--- src/hw/rtl/cbn_pkg.sv ---
`default_nettype none
// ----------------------------------------------------------------------------
// cbn_pkg: shared types and constants for the coverage bucket block
// Beat formats, map sizing, queue sizing and the hit-count bucketing table.
// ----------------------------------------------------------------------------
package cbn_pkg;

  localparam int unsigned MAP_ENTRIES = 65536;
  localparam int unsigned ADDR_W      = (MAP_ENTRIES > 1) ? $clog2(MAP_ENTRIES) : 1;

  localparam int unsigned QDEPTH  = 4;
  localparam int unsigned QPTR_W  = $clog2(QDEPTH);
  localparam int unsigned QCNT_W  = $clog2(QDEPTH + 1);

  typedef struct packed {
    logic [7:0]  hit_count;
    logic [15:0] entry_index;
    logic        last_of_run;
  } cbn_in_t;

  typedef struct packed {
    logic [7:0] bucket_value;
    logic       entry_was_new;
    logic       run_has_new;
    logic       run_done;
  } cbn_out_t;

  // Classified item as it sits in the queue between front and back.
  typedef struct packed {
    logic [7:0]        bucket;
    logic [ADDR_W-1:0] addr;
    logic              in_range;
    logic              last;
  } cbn_item_t;

  // Queue status seen by the front end.
  typedef struct packed {
    logic full;
    logic empty;
  } cbn_qstat_t;

  // Back end status seen by the front end.
  typedef struct packed {
    logic clearing;
  } cbn_bstat_t;

  function automatic logic [7:0] bucket_of(input logic [7:0] c);
    case (c) inside
      8'd0, 8'd1, 8'd2: return c;
      8'd3:             return 8'd4;
      [8'd4:8'd7]:      return 8'd8;
      [8'd8:8'd15]:     return 8'd16;
      [8'd16:8'd31]:    return 8'd32;
      [8'd32:8'd127]:   return 8'd64;
      default:          return 8'd128;
    endcase
  endfunction

  function automatic logic [ADDR_W-1:0] addr_of(input logic [15:0] idx);
    logic [31:0] wide;
    wide = 32'(idx);
    return wide[ADDR_W-1:0];
  endfunction

  function automatic logic idx_in_range(input logic [15:0] idx);
    return 32'(idx) < MAP_ENTRIES;
  endfunction

endpackage
`default_nettype wire

--- src/hw/rtl/cbn_front.sv ---
`default_nettype none
// ----------------------------------------------------------------------------
// cbn_front: input beat acceptance and classification
// Buckets the raw hit count, checks the index against the map size and
// pushes the classified item into the queue.
// ----------------------------------------------------------------------------
module cbn_front (
  input  wire logic                in_valid,
  output logic                     in_ready,
  input  wire cbn_pkg::cbn_in_t    in_data,
  input  wire cbn_pkg::cbn_qstat_t qstat,
  input  wire cbn_pkg::cbn_bstat_t bstat,
  output logic                     push,
  output cbn_pkg::cbn_item_t       push_item
);
  import cbn_pkg::*;

  // No beats are taken while the map is being cleared after reset.
  assign in_ready = !qstat.full && !bstat.clearing;
  assign push     = in_valid && in_ready;

  always_comb begin
    push_item.bucket   = bucket_of(in_data.hit_count);
    push_item.addr     = addr_of(in_data.entry_index);
    push_item.in_range = idx_in_range(in_data.entry_index);
    push_item.last     = in_data.last_of_run;
  end

endmodule
`default_nettype wire

--- config.mk ---
export PLATFORM = sky130hd
export DESIGN_NAME = cbn_front
export DESIGN_NICKNAME = d
export VERILOG_FILES = /design/src/hw/rtl/cbn_pkg.sv /design/src/hw/rtl/cbn_front.sv
export SDC_FILE = /design/constraint.sdc
export NUM_CORES = 1
export LEC_CHECK = 0
export BUFFER_PORTS_ARGS = -buffer_cell sky130_fd_sc_hd__buf_4
export CORE_AREA = 3 3 40 42
export DETAILED_ROUTE_END_ITERATION = 10
export DIE_AREA = 0 0 43 45
export PLACE_DENSITY = 0.67
export SLEW_MARGIN = 5
export SYNTH_ARGS = -nofsm -noshare
export SYNTH_HDL_FRONTEND = slang
export SYNTH_SLANG_ARGS = --single-unit
--- constraint.sdc ---
create_clock -name vclk -period 0.9
set_clock_uncertainty 0.15 [all_clocks]
set_input_delay 0.135 -clock vclk [all_inputs]
set_output_delay 0.135 -clock vclk [all_outputs]
set_load 0.005 [all_outputs]
==> results.ini, run 1 <==
[place]
dp.final_hpwl_um=449.9
placed_area_um2=292.8
dp_cells=51
place_congestion=0.6191
io_buffer_count=21

[logic_synthesis]
syn-cell-area_um2=240.2
yosysMostFrequentCell=buf_4
synthTopCellsByCount=buf_4, nor2_1, and4b_1
synthAdderAreaFrac=0
synth_top_family_by_area=buffers and inverters
synthCells=32
ys_seq_area_frac=0
netlist.top_cell.by_area=buf_4
synth-xor-area-share=0
synth.mux.area_fraction=0
yosys.area.top_type_share=0.5625
synth_cell_type_count=11
synth_compound_area_frac=0
syn_avg_cell_area_um2=7.507
yosysWarnings=0
synth_fp_nets=61
synthSimpleGateAreaFrac=0.4062
synthTopCellsByArea=buf_4, nor4_4, and4b_1

[critical_path]
critPathBufInv=2
cp_cell_sequence=buf_8 > nor4_4 > and4b_1 > buf_4
crit_arrival_ps=910
cp-startpoint=in_data[23]
crit_path_start_kind=primary input
slowest_stage=nor4_4
slowest_delay_ps=330
path_max_fanout=5
critPathTopFamily=simple AND/OR/NAND/NOR gates
end_kind=primary output
setup.worst_path.class=primary input to primary output
required_ps=610

[timing]
fin_crit_ps=1198
fmax_ghz=0.8346
fin_crit_sh=1.331
hold_viol_final=0
rsz0062_at_grt=yes
worst_slack_ps=-298.1
worst_hold_slack_ps=120.0
maxSlewViolCount=0
setup_viol=7

[floorplanning]
rows=13
die_h_um=45
initial_core_util=0.1870
die_area_um2=1935
die_x_um=43
core_area_um2=1285
ioPinCount=57

[drt]
first_pass_iters=1
drt-vias-per-instance=3.885
vias=202
postRouteWirelength_um=552
drt-initial-drc-count=0
ant_nets=0
drc=0
wl_per_cell_um=10.62

[finish]
drive_gt1_frac=0.8108
clock_buffers=0
fin_area_um2=364.1
final_util=0.2834
antenna_cells=0
seq_cell_count=0
fin_cells=52
layout.nets=68
seqCellArea_um2=0
synthToLayoutAreaGrowth_pct=51.56

[grt]
antenna_found_initial=0
grt_first_pass_wirelength_um=765
grt_overflow=0
grt_pass1_vias=176
grt_max_degree=6
grt_usage=0.04809

[power_and_ir_drop]
ir_worst_vdd_mv=0.1129
p_total_w=0.0001216
p_leak_nw=0.1828
pwr_density_cell_nw_per_um2=334.0

[cts]
ctsHoldBuffers=0

[outcome]
violations=negative setup slack
status=finished, violations left

[run]
maxCapViolCount=0

[hold_path]
min-delay-start=in_data[15]
hold_path_class=primary input to primary output

==> cell families (layout without fill, tap and decap cells) <==
group	count (synthesis)	after routing
simple gates	12	12
buf+inv	19	24
other cells	1	1
==> per-layer routing <==
| layer | vias up | global-route usage | part of all wire |
|---|---|---|---|
| met5 | - | 0 | 0 |
| met3 | 0 | 0.02789 | 0.23 |
| met2 | 22 | 0.08683 | 0.49 |
| li1 | 96 | - | - |
| met1 | 84 | 0.05000 | 0.28 |
| met4 | 0 | 0.006024 | 0 |
==> repair_timing <==
item	4_1_cts	5_1_grt
endpoints found under the setup margin	7	8
setup buffers	1	0
pin swaps	7	3
cloned	0	0
resized for setup	6	9
==> path summary, 6_finish.rpt <==
kind / endpoint / slack, ps / depth (start not counted)
max: push_item[19] / -300 / 4
min: push_item[16] / 120 / 0
==> report_power, final <==
part,switching [W],internal (W),total [W]
Sequential,0,0,0
Clock,0,0,0
Combinational,0.0000423,0.0000793,0.000122
Total,0.0000423,0.0000793,0.000122
==> layout by cell type, fill, tap and decap left out, drive strengths merged <==
master	instances
and4b	2
conb	1
buf	24
and3b	1
and2	2
and4	1
nor2	4
nor4b	1
nor4	1
==> per-stage QoR <==
stage               setup TNS (ps)  setup slack [ps]
global placement             -1738            -316.2
global route                 -1973            -381.3
finish                       -1532            -298.1
detailed placement           -1908            -352.2
floorplan                   -136.8            -39.44
CTS                          -1678            -323.4
==> layout make-up <==
class / instances / area, um^2
well taps: 15 / 18.77
fillers: 147 / 920.9
repair buffers: 24 / 214.0
multi-input cells: 13 / 131.4
Note: power is estimated with default switching activity, not from simulation.
==> run 2: changes to the inputs <==
- REMOVE_ABC_BUFFERS: default -> 1
==> results.ini, run 2 (same netlist as run 1, synthesis figures left out) <==
[outcome]
status=finished, violations left
violations=negative setup slack

[timing]
fin_crit_sh=1.330  ; -0.001653
fin_setup_tns_ps=-1506  ; +26.06 ps
fmax_ghz=0.8357  ; +0.12%
maxSlewViolCount=0  ; unchanged
worst_hold_slack_ps=120.0  ; +0.03800 ps
worst_slack_ps=-296.6  ; +1.488 ps
hold_viol_final=0  ; unchanged
rsz0062_at_grt=yes
fin_crit_ps=1197  ; -1.488 ps
setup_viol=6  ; -1

[floorplanning]
ioPinCount=57  ; unchanged
die_x_um=43  ; unchanged
die_h_um=45  ; unchanged
rows=13  ; unchanged
core_area_um2=1285  ; unchanged
die_area_um2=1935  ; unchanged
initial_core_util=0.1870  ; unchanged

[finish]
layout.nets=69  ; +1.5%
clock_buffers=0  ; unchanged
fill_cells=133  ; -9.5%
final_common_cell=buf_4
final_cell_mix=buf_4, buf_8
antenna_cells=0  ; unchanged
seqCellArea_um2=0  ; unchanged
fin_cells=53  ; +1.9%
synthToLayoutAreaGrowth_pct=53.13
seq_cell_count=0  ; unchanged
drive_gt1_frac=0.8158  ; +0.004979

[grt]
grt_overflow=0  ; unchanged
grt_first_pass_wirelength_mm=1.173  ; +53%
grt_pass1_vias=220  ; +25%
grt_max_degree=6  ; unchanged
antenna_found_initial=0  ; unchanged
grt_usage=0.07960  ; +0.03151

[cts]
ctsHoldBuffers=0  ; unchanged

[drt]
first_pass_iters=1  ; unchanged
wl_per_cell_um=15.74  ; +48%
ant_nets=0  ; unchanged
drt-initial-drc-count=0  ; unchanged
vias=234  ; +16%
drt-vias-per-instance=4.415  ; +14%
drc=0  ; unchanged
postRouteWirelength_um=834  ; +51%

[place]
dp.final_hpwl_um=647.6  ; +44%
place_congestion=0.6807  ; +9.9%
io_buffer_count=21  ; unchanged
place_ws_ps=-349.8  ; +2.424 ps
dp_cells=50  ; -2.0%

[run]
maxCapViolCount=0  ; unchanged

[critical_path]
slowest_delay_ps=330  ; about the same
path_max_fanout=5  ; unchanged
critPathTopFamily=simple AND/OR/NAND/NOR gates
critPathBufInv=2  ; unchanged
end_kind=primary output
crit_path_start_kind=primary input
slowest_stage=nor4_4
setup.worst_path.class=primary input to primary output
required_ps=610  ; about the same
cp_cell_sequence=buf_8 > nor4_4 > and4b_1 > buf_4
crit_arrival_ps=910  ; about the same

[power_and_ir_drop]
ir_worst_vdd_mv=0.1104  ; -2.2%
pwr_density_cell_nw_per_um2=338.5  ; +1.3%
p_leak_nw=0.1873  ; +2.5%
p_total_w=0.0001245  ; +2.4%

[hold_path]
hold_path_class=primary input to primary output

[run 2: metrics by stage]
step	utilization	cell area [um^2]
after global routing	0.2863	367.9
after CTS	0.2483	319.1
after floorplan	-	101.3
after global placement	0.2220	285.3
after detailed placement	0.2220	285.3
final	0.2863	367.9
[run 2: repair_timing]
item / CTS / global route
endpoints found under the setup margin: 6 / 8
setup buffers: 1 / 2
pin swaps: 5 / 6
gates resized for setup: 5 / 9
[run 2: layout make-up]
class | instances | area [um^2] | area share
timing repair buffer | 25 | 217.7 | 0.5918
multi-input combinational | 13 | 131.4 | 0.3571
tap | 15 | 18.77 | 0.05102
[run 2: final timing paths]
check | from | end | slack, ps | cells after the start
min | in_data[9] | push_item[10] | 120 | 0
max | in_data[21] | push_item[18] | -300 | 4
[run 2: where the power goes]
part           internal [W]  total [W]  switching, W
Clock                     0          0             0
Combinational     0.0000817   0.000125     0.0000428
Sequential                0          0             0
[run 2: metal layers]
layer	GRT usage	wire [um]
met5	0	0
met4	0	0
met3	0.1155	277
met2	0.08383	309
met1	0.09286	247
