$ cat config.mk
export PLATFORM = sky130hd
export DESIGN_NAME = cbn_queue
export DESIGN_NICKNAME = d
export VERILOG_FILES = /design/src/hw/rtl/cbn_pkg.sv /design/src/hw/rtl/cbn_queue.sv
export SDC_FILE = /design/constraint.sdc
export NUM_CORES = 1
export LEC_CHECK = 0
export BUFFER_PORTS_ARGS = -buffer_cell sky130_fd_sc_hd__buf_2
export CORE_MARGIN = 2
export CORE_UTILIZATION = 40
export CTS_BUF_LIST = sky130_fd_sc_hd__clkbuf_8
export DETAILED_ROUTE_END_ITERATION = 10
export MAX_ROUTING_LAYER = met4
export PLACE_DENSITY = 0.6
export SLEW_MARGIN = 20
export SYNTH_ARGS = -nofsm -noshare
export SYNTH_HDL_FRONTEND = slang
export SYNTH_SLANG_ARGS = --single-unit
$ cat constraint.sdc
create_clock -name clk -period 4.59 [get_ports clk]
set_clock_uncertainty 0.2 [all_clocks]
set_input_delay 0.918 -clock clk [delete_from_list [all_inputs] [get_ports clk]]
set_output_delay 0.918 -clock clk [all_outputs]
set_load 0.005 [all_outputs]
$ cat src/hw/rtl/cbn_pkg.sv
`default_nettype none
// ----------------------------------------------------------------------------
// cbn_pkg: shared types and constants for the coverage bucket block
// Beat formats, map sizing, queue sizing and the hit-count bucketing table.
// ----------------------------------------------------------------------------
package cbn_pkg;

  localparam int unsigned MAP_ENTRIES = 65536;
  localparam int unsigned ADDR_W      = (MAP_ENTRIES > 1) ? $clog2(MAP_ENTRIES) : 1;

  localparam int unsigned QDEPTH  = 4;
  localparam int unsigned QPTR_W  = $clog2(QDEPTH);
  localparam int unsigned QCNT_W  = $clog2(QDEPTH + 1);

  typedef struct packed {
    logic [7:0]  hit_count;
    logic [15:0] entry_index;
    logic        last_of_run;
  } cbn_in_t;

  typedef struct packed {
    logic [7:0] bucket_value;
    logic       entry_was_new;
    logic       run_has_new;
    logic       run_done;
  } cbn_out_t;

  // Classified item as it sits in the queue between front and back.
  typedef struct packed {
    logic [7:0]        bucket;
    logic [ADDR_W-1:0] addr;
    logic              in_range;
    logic              last;
  } cbn_item_t;

  // Queue status seen by the front end.
  typedef struct packed {
    logic full;
    logic empty;
  } cbn_qstat_t;

  // Back end status seen by the front end.
  typedef struct packed {
    logic clearing;
  } cbn_bstat_t;

  function automatic logic [7:0] bucket_of(input logic [7:0] c);
    case (c) inside
      8'd0, 8'd1, 8'd2: return c;
      8'd3:             return 8'd4;
      [8'd4:8'd7]:      return 8'd8;
      [8'd8:8'd15]:     return 8'd16;
      [8'd16:8'd31]:    return 8'd32;
      [8'd32:8'd127]:   return 8'd64;
      default:          return 8'd128;
    endcase
  endfunction

  function automatic logic [ADDR_W-1:0] addr_of(input logic [15:0] idx);
    logic [31:0] wide;
    wide = 32'(idx);
    return wide[ADDR_W-1:0];
  endfunction

  function automatic logic idx_in_range(input logic [15:0] idx);
    return 32'(idx) < MAP_ENTRIES;
  endfunction

endpackage
`default_nettype wire

$ cat src/hw/rtl/cbn_queue.sv
`default_nettype none
// ----------------------------------------------------------------------------
// cbn_queue: short item queue between front and back
// Flop-based FIFO of classified items; full and empty are decoded from a registered count.
// ----------------------------------------------------------------------------
module cbn_queue (
  input  wire logic               clk,
  input  wire logic               rst_n,
  input  wire logic               push,
  input  wire cbn_pkg::cbn_item_t push_item,
  input  wire logic               pop,
  output cbn_pkg::cbn_item_t      head_item,
  output cbn_pkg::cbn_qstat_t     stat
);
  import cbn_pkg::*;

  cbn_item_t         slot_r [QDEPTH];
  logic [QPTR_W-1:0] wr_ptr_r;
  logic [QPTR_W-1:0] rd_ptr_r;
  logic [QCNT_W-1:0] cnt_r;
  logic [QCNT_W-1:0] cnt_nxt;

  always_comb begin
    cnt_nxt = cnt_r;
    if (push && !pop) begin
      cnt_nxt = cnt_r + QCNT_W'(1);
    end else if (pop && !push) begin
      cnt_nxt = cnt_r - QCNT_W'(1);
    end
  end

  always_ff @(posedge clk) begin
    if (!rst_n) begin
      wr_ptr_r <= '0;
      rd_ptr_r <= '0;
      cnt_r    <= '0;
    end else begin
      if (push) begin
        wr_ptr_r <= wr_ptr_r + QPTR_W'(1);
      end
      if (pop) begin
        rd_ptr_r <= rd_ptr_r + QPTR_W'(1);
      end
      cnt_r <= cnt_nxt;
    end
  end

  always_ff @(posedge clk) begin
    if (push) begin
      slot_r[wr_ptr_r] <= push_item;
    end
  end

  assign head_item  = slot_r[rd_ptr_r];
  assign stat.full  = (cnt_r == QCNT_W'(QDEPTH));
  assign stat.empty = (cnt_r == '0);

endmodule
`default_nettype wire

==> flow_summary.yaml <==
placement:
  postPlaceCellArea_um2: 4650
  io_buffer_count: 57
  place.gp.congestion: 0.688
  hpwl_after_detailed_placement_um: 4040
detailed_routing:
  detail_route.first_pass.iterations: 4
  drt-wirelength-per-cell_um: 17.8
  detailroute.via_count: 1964
  avgViaCountPerCell: 4.92
  route.antenna.remaining_nets: 0
  drc_errors: 0
  drt_iter0_drc: 95
  wirelength_um: 7090
sta:
  timing.fmax_ghz: 0.301
  worst_case_headroom_to_the_max_slew_limit: 0.370
  totalNegativeSetupSlack_ns: 0
  hold-worst-slack_ns: 0.317
  finalSetupViolations: 0
  tightestPinTransition_ns: 0.944
  number_of_slew_limit_violations_in_the_final_report: 0
  final.min_clock_period_ns: 3.32
  rsz0062_at_grt: "no"
  final_hold_viol_count: 0
  final_min_period_over_clock_period: 0.723
synth:
  number_of_instances_in_the_synthesized_netlist: 179
  ys_ff_latch: 113
  yosysWarnings: 0
  avgSynthCellArea_um2: 23.7
  synth_fp_nets: 215
  synth_cell_type_count: 22
  syn_area_um2: 4240
  sequential_to_total_area_share_from_yosys_stat: 0.779
critical_path:
  signal_arrival_time_at_the_worst_endpoint_ns: 2.20
  cp-end-kind: "primary output"
  cell_chain_of_the_critical_path: "mux4_1 > buf_2"
  element_type_at_the_critical_path_start: "flip-flop"
  cp_data_required_time_ns: 3.47
  critical_path.slowest_cell: "sky130_fd_sc_hd__dfxtp_2"
  reg2reg_from: "wr_ptr_r[1]"
  critPathMaxStageDelay_ns: 0.95
  worst_path_class_setup: "flip-flop to primary output"
  timing.critical_path.max_delay_family: "flip-flops"
  critPathMaxFanout: 26
  critical_path_buf_inv_count: 1
power:
  total_switching_power_w: 0.000516
  pwr_density_cell_nw_per_um2: 470
  irDropWorstVdd_mv: 0.283
  p_clk_frac: 0.412
  cellLeakagePower_nw: 1.76
  power.switching_fraction: 0.216
  combPwrFrac: 0.078
  internal-power_w: 0.00187
  seqPwrFrac: 0.509
clocking:
  ctsLongestPathBuffers: 2
  cts_root_buffer: "sky130_fd_sc_hd__clkbuf_8"
  cts_tree: "done"
  clkTransAtPathRegs_ns: 0.06
  clkLatencyLatePin_ns: 0.42
  clock-sinks: 113
  tritoncts.num_buffers: 17
  htree_levels: 4
  postCtsHoldBufs: 0
  cts_repair_resize_count: 0
  number_of_buffers_inserted_to_repair_setup_after_cts: 0
worst_hold_path:
  worst_hold_startpoint: "cnt_r[2]"
  worst_hold_path_type: "flip-flop to flip-flop"
status:
  outcome: "completed"
global_route:
  globalRouteOverflowTotal: 0
  first_pass_grt_wire_length_um: 11100
  antenna_found_initial: 0
  grtUsageTotal: 0.142
  vias_in_the_first_global_route: 2097
  grt_max_degree: 27
cells_and_area:
  fill_cells: 881
  layout_common_cells: "sky130_fd_sc_hd__edfxtp_1 (104), sky130_fd_sc_hd__buf_2 (57), sky130_fd_sc_hd__mux4_2 (20)"
  fin_nets: 286
  mostFrequentLayoutCell: "sky130_fd_sc_hd__edfxtp_1"
  post_route_cells_drive_above_1_share: 0.433
  area_growth_pct: 19.6
  postLayoutCellArea_um2: 5070
  antenna_cells_inserted: 0
flow_run:
  cap_violations: 0
die:
  floorplan.core_area_um2: 10300
  die_area_um2: 11400
  floorplan.initialDensity: 0.411
  vertical_die_dimension_um: 107
  top_level_ports: 58
  std_cell_rows: 37
  chipWidth_um: 107
[cell usage after synthesis]
cell / n / area (µm²)
sky130_fd_sc_hd__buf_2: 2 / 10.0
sky130_fd_sc_hd__clkbuf_2: 1 / 5.00
sky130_fd_sc_hd__nor3b_1: 1 / 7.51
sky130_fd_sc_hd__fa_1: 1 / 20.0
sky130_fd_sc_hd__dfxtp_1: 9 / 180
sky130_fd_sc_hd__inv_1: 4 / 15.0
sky130_fd_sc_hd__buf_12: 2 / 40.0
sky130_fd_sc_hd__or3_1: 1 / 6.26
sky130_fd_sc_hd__xor2_1: 3 / 26.3
sky130_fd_sc_hd__nor2b_1: 2 / 12.5
sky130_fd_sc_hd__and2_1: 9 / 56.3
sky130_fd_sc_hd__nand2_1: 1 / 3.75
sky130_fd_sc_hd__xnor2_1: 2 / 17.5
sky130_fd_sc_hd__ha_1: 5 / 62.6
sky130_fd_sc_hd__a21boi_0: 1 / 7.51
sky130_fd_sc_hd__edfxtp_1: 104 / 3120
sky130_fd_sc_hd__mux2i_1: 2 / 20.0
sky130_fd_sc_hd__buf_6: 1 / 11.3
sky130_fd_sc_hd__mux4_1: 6 / 158
sky130_fd_sc_hd__o21ai_0: 1 / 5.00
sky130_fd_sc_hd__nor3_1: 1 / 5.00
sky130_fd_sc_hd__mux4_2: 20 / 450
[worst reg2reg max path: cells and delay by family (launching register included)]
kind / cells / cell delay [ns]
adder cells (fa/ha/maj): 1 / 0.13
buffers and inverters: 1 / 0.09
flip-flops: 1 / 0.35
AND/OR/NAND/NOR: 1 / 0.65
[final cells by class]
type,instances,area (µm²),share of cell area
Timing Repair Buffer,58,293,0.0577
Multi-Input combinational cell,56,863,0.170
Inverter,4,15.0,0.00296
Clock buffer,17,234,0.0461
Clock inverter,15,193,0.0380
Sequential cell,113,3300,0.651
Tap cell,136,170,0.0335
[power groups by stage]
stage / clock, W / sequential [W] / combinational, W
finish: 0.000984 / 0.00122 / 0.000187
floorplan: 0 / 0.00121 / 0.000132
global placement: 0 / 0.00124 / 0.000187
global route: 0.00105 / 0.00122 / 0.000208
CTS: 0.00101 / 0.00122 / 0.000193
detailed placement: 0 / 0.00124 / 0.000191
[flip-flops by register name (all words and copies together), names as in the netlist, named ones only]
name and flops:
cnt_r 3, rd_ptr_r 2, slot_r 104, wr_ptr_r 2
[worst paths after layout]
kind                                 endpoint  slack [ns]  cells after the start
worst max-delay path            head_item[22]        1.27                      2
worst max register to register   slot_r[1][9]        2.80                      3
worst min register to register       cnt_r[2]        0.32                      2
worst min-delay path                 cnt_r[2]        0.32                      2
[per-layer routing]
layer | up-vias | GRT usage | wire [µm]
li1 | 887 | - | -
met1 | 1005 | 0.169 | 3010
met2 | 60 | 0.217 | 3570
met3 | 12 | 0.0553 | 403
met4 | 0 | 0.0612 | 107
met5 | - | - | 0
[per-stage QoR]
step                      instances  power, W  setup slack, ns   util
after global routing            399   0.00248             1.08  0.491
after floorplan                 179   0.00135             2.21      -
after detailed placement        367   0.00143             1.64  0.450
after CTS                       399   0.00242             1.18  0.491
final                           399   0.00239             1.27  0.491
after global placement          367   0.00142             1.63  0.450
[cells by family (layout without fill, tap and decap cells)]
kind of cell	after synthesis	in the layout	share of synthesized area
AO/OA/AOI/OAI	2	2	0.00295
XOR/XNOR	5	5	0.0103
adder cells (fa/ha/maj)	6	6	0.0195
buffers and inverters	10	94	0.0192
flip-flops	113	113	0.779
multiplexers	28	28	0.148
AND/OR/NAND/NOR	15	15	0.0215
No activity file was read; power rests on OpenSTA's default activity.
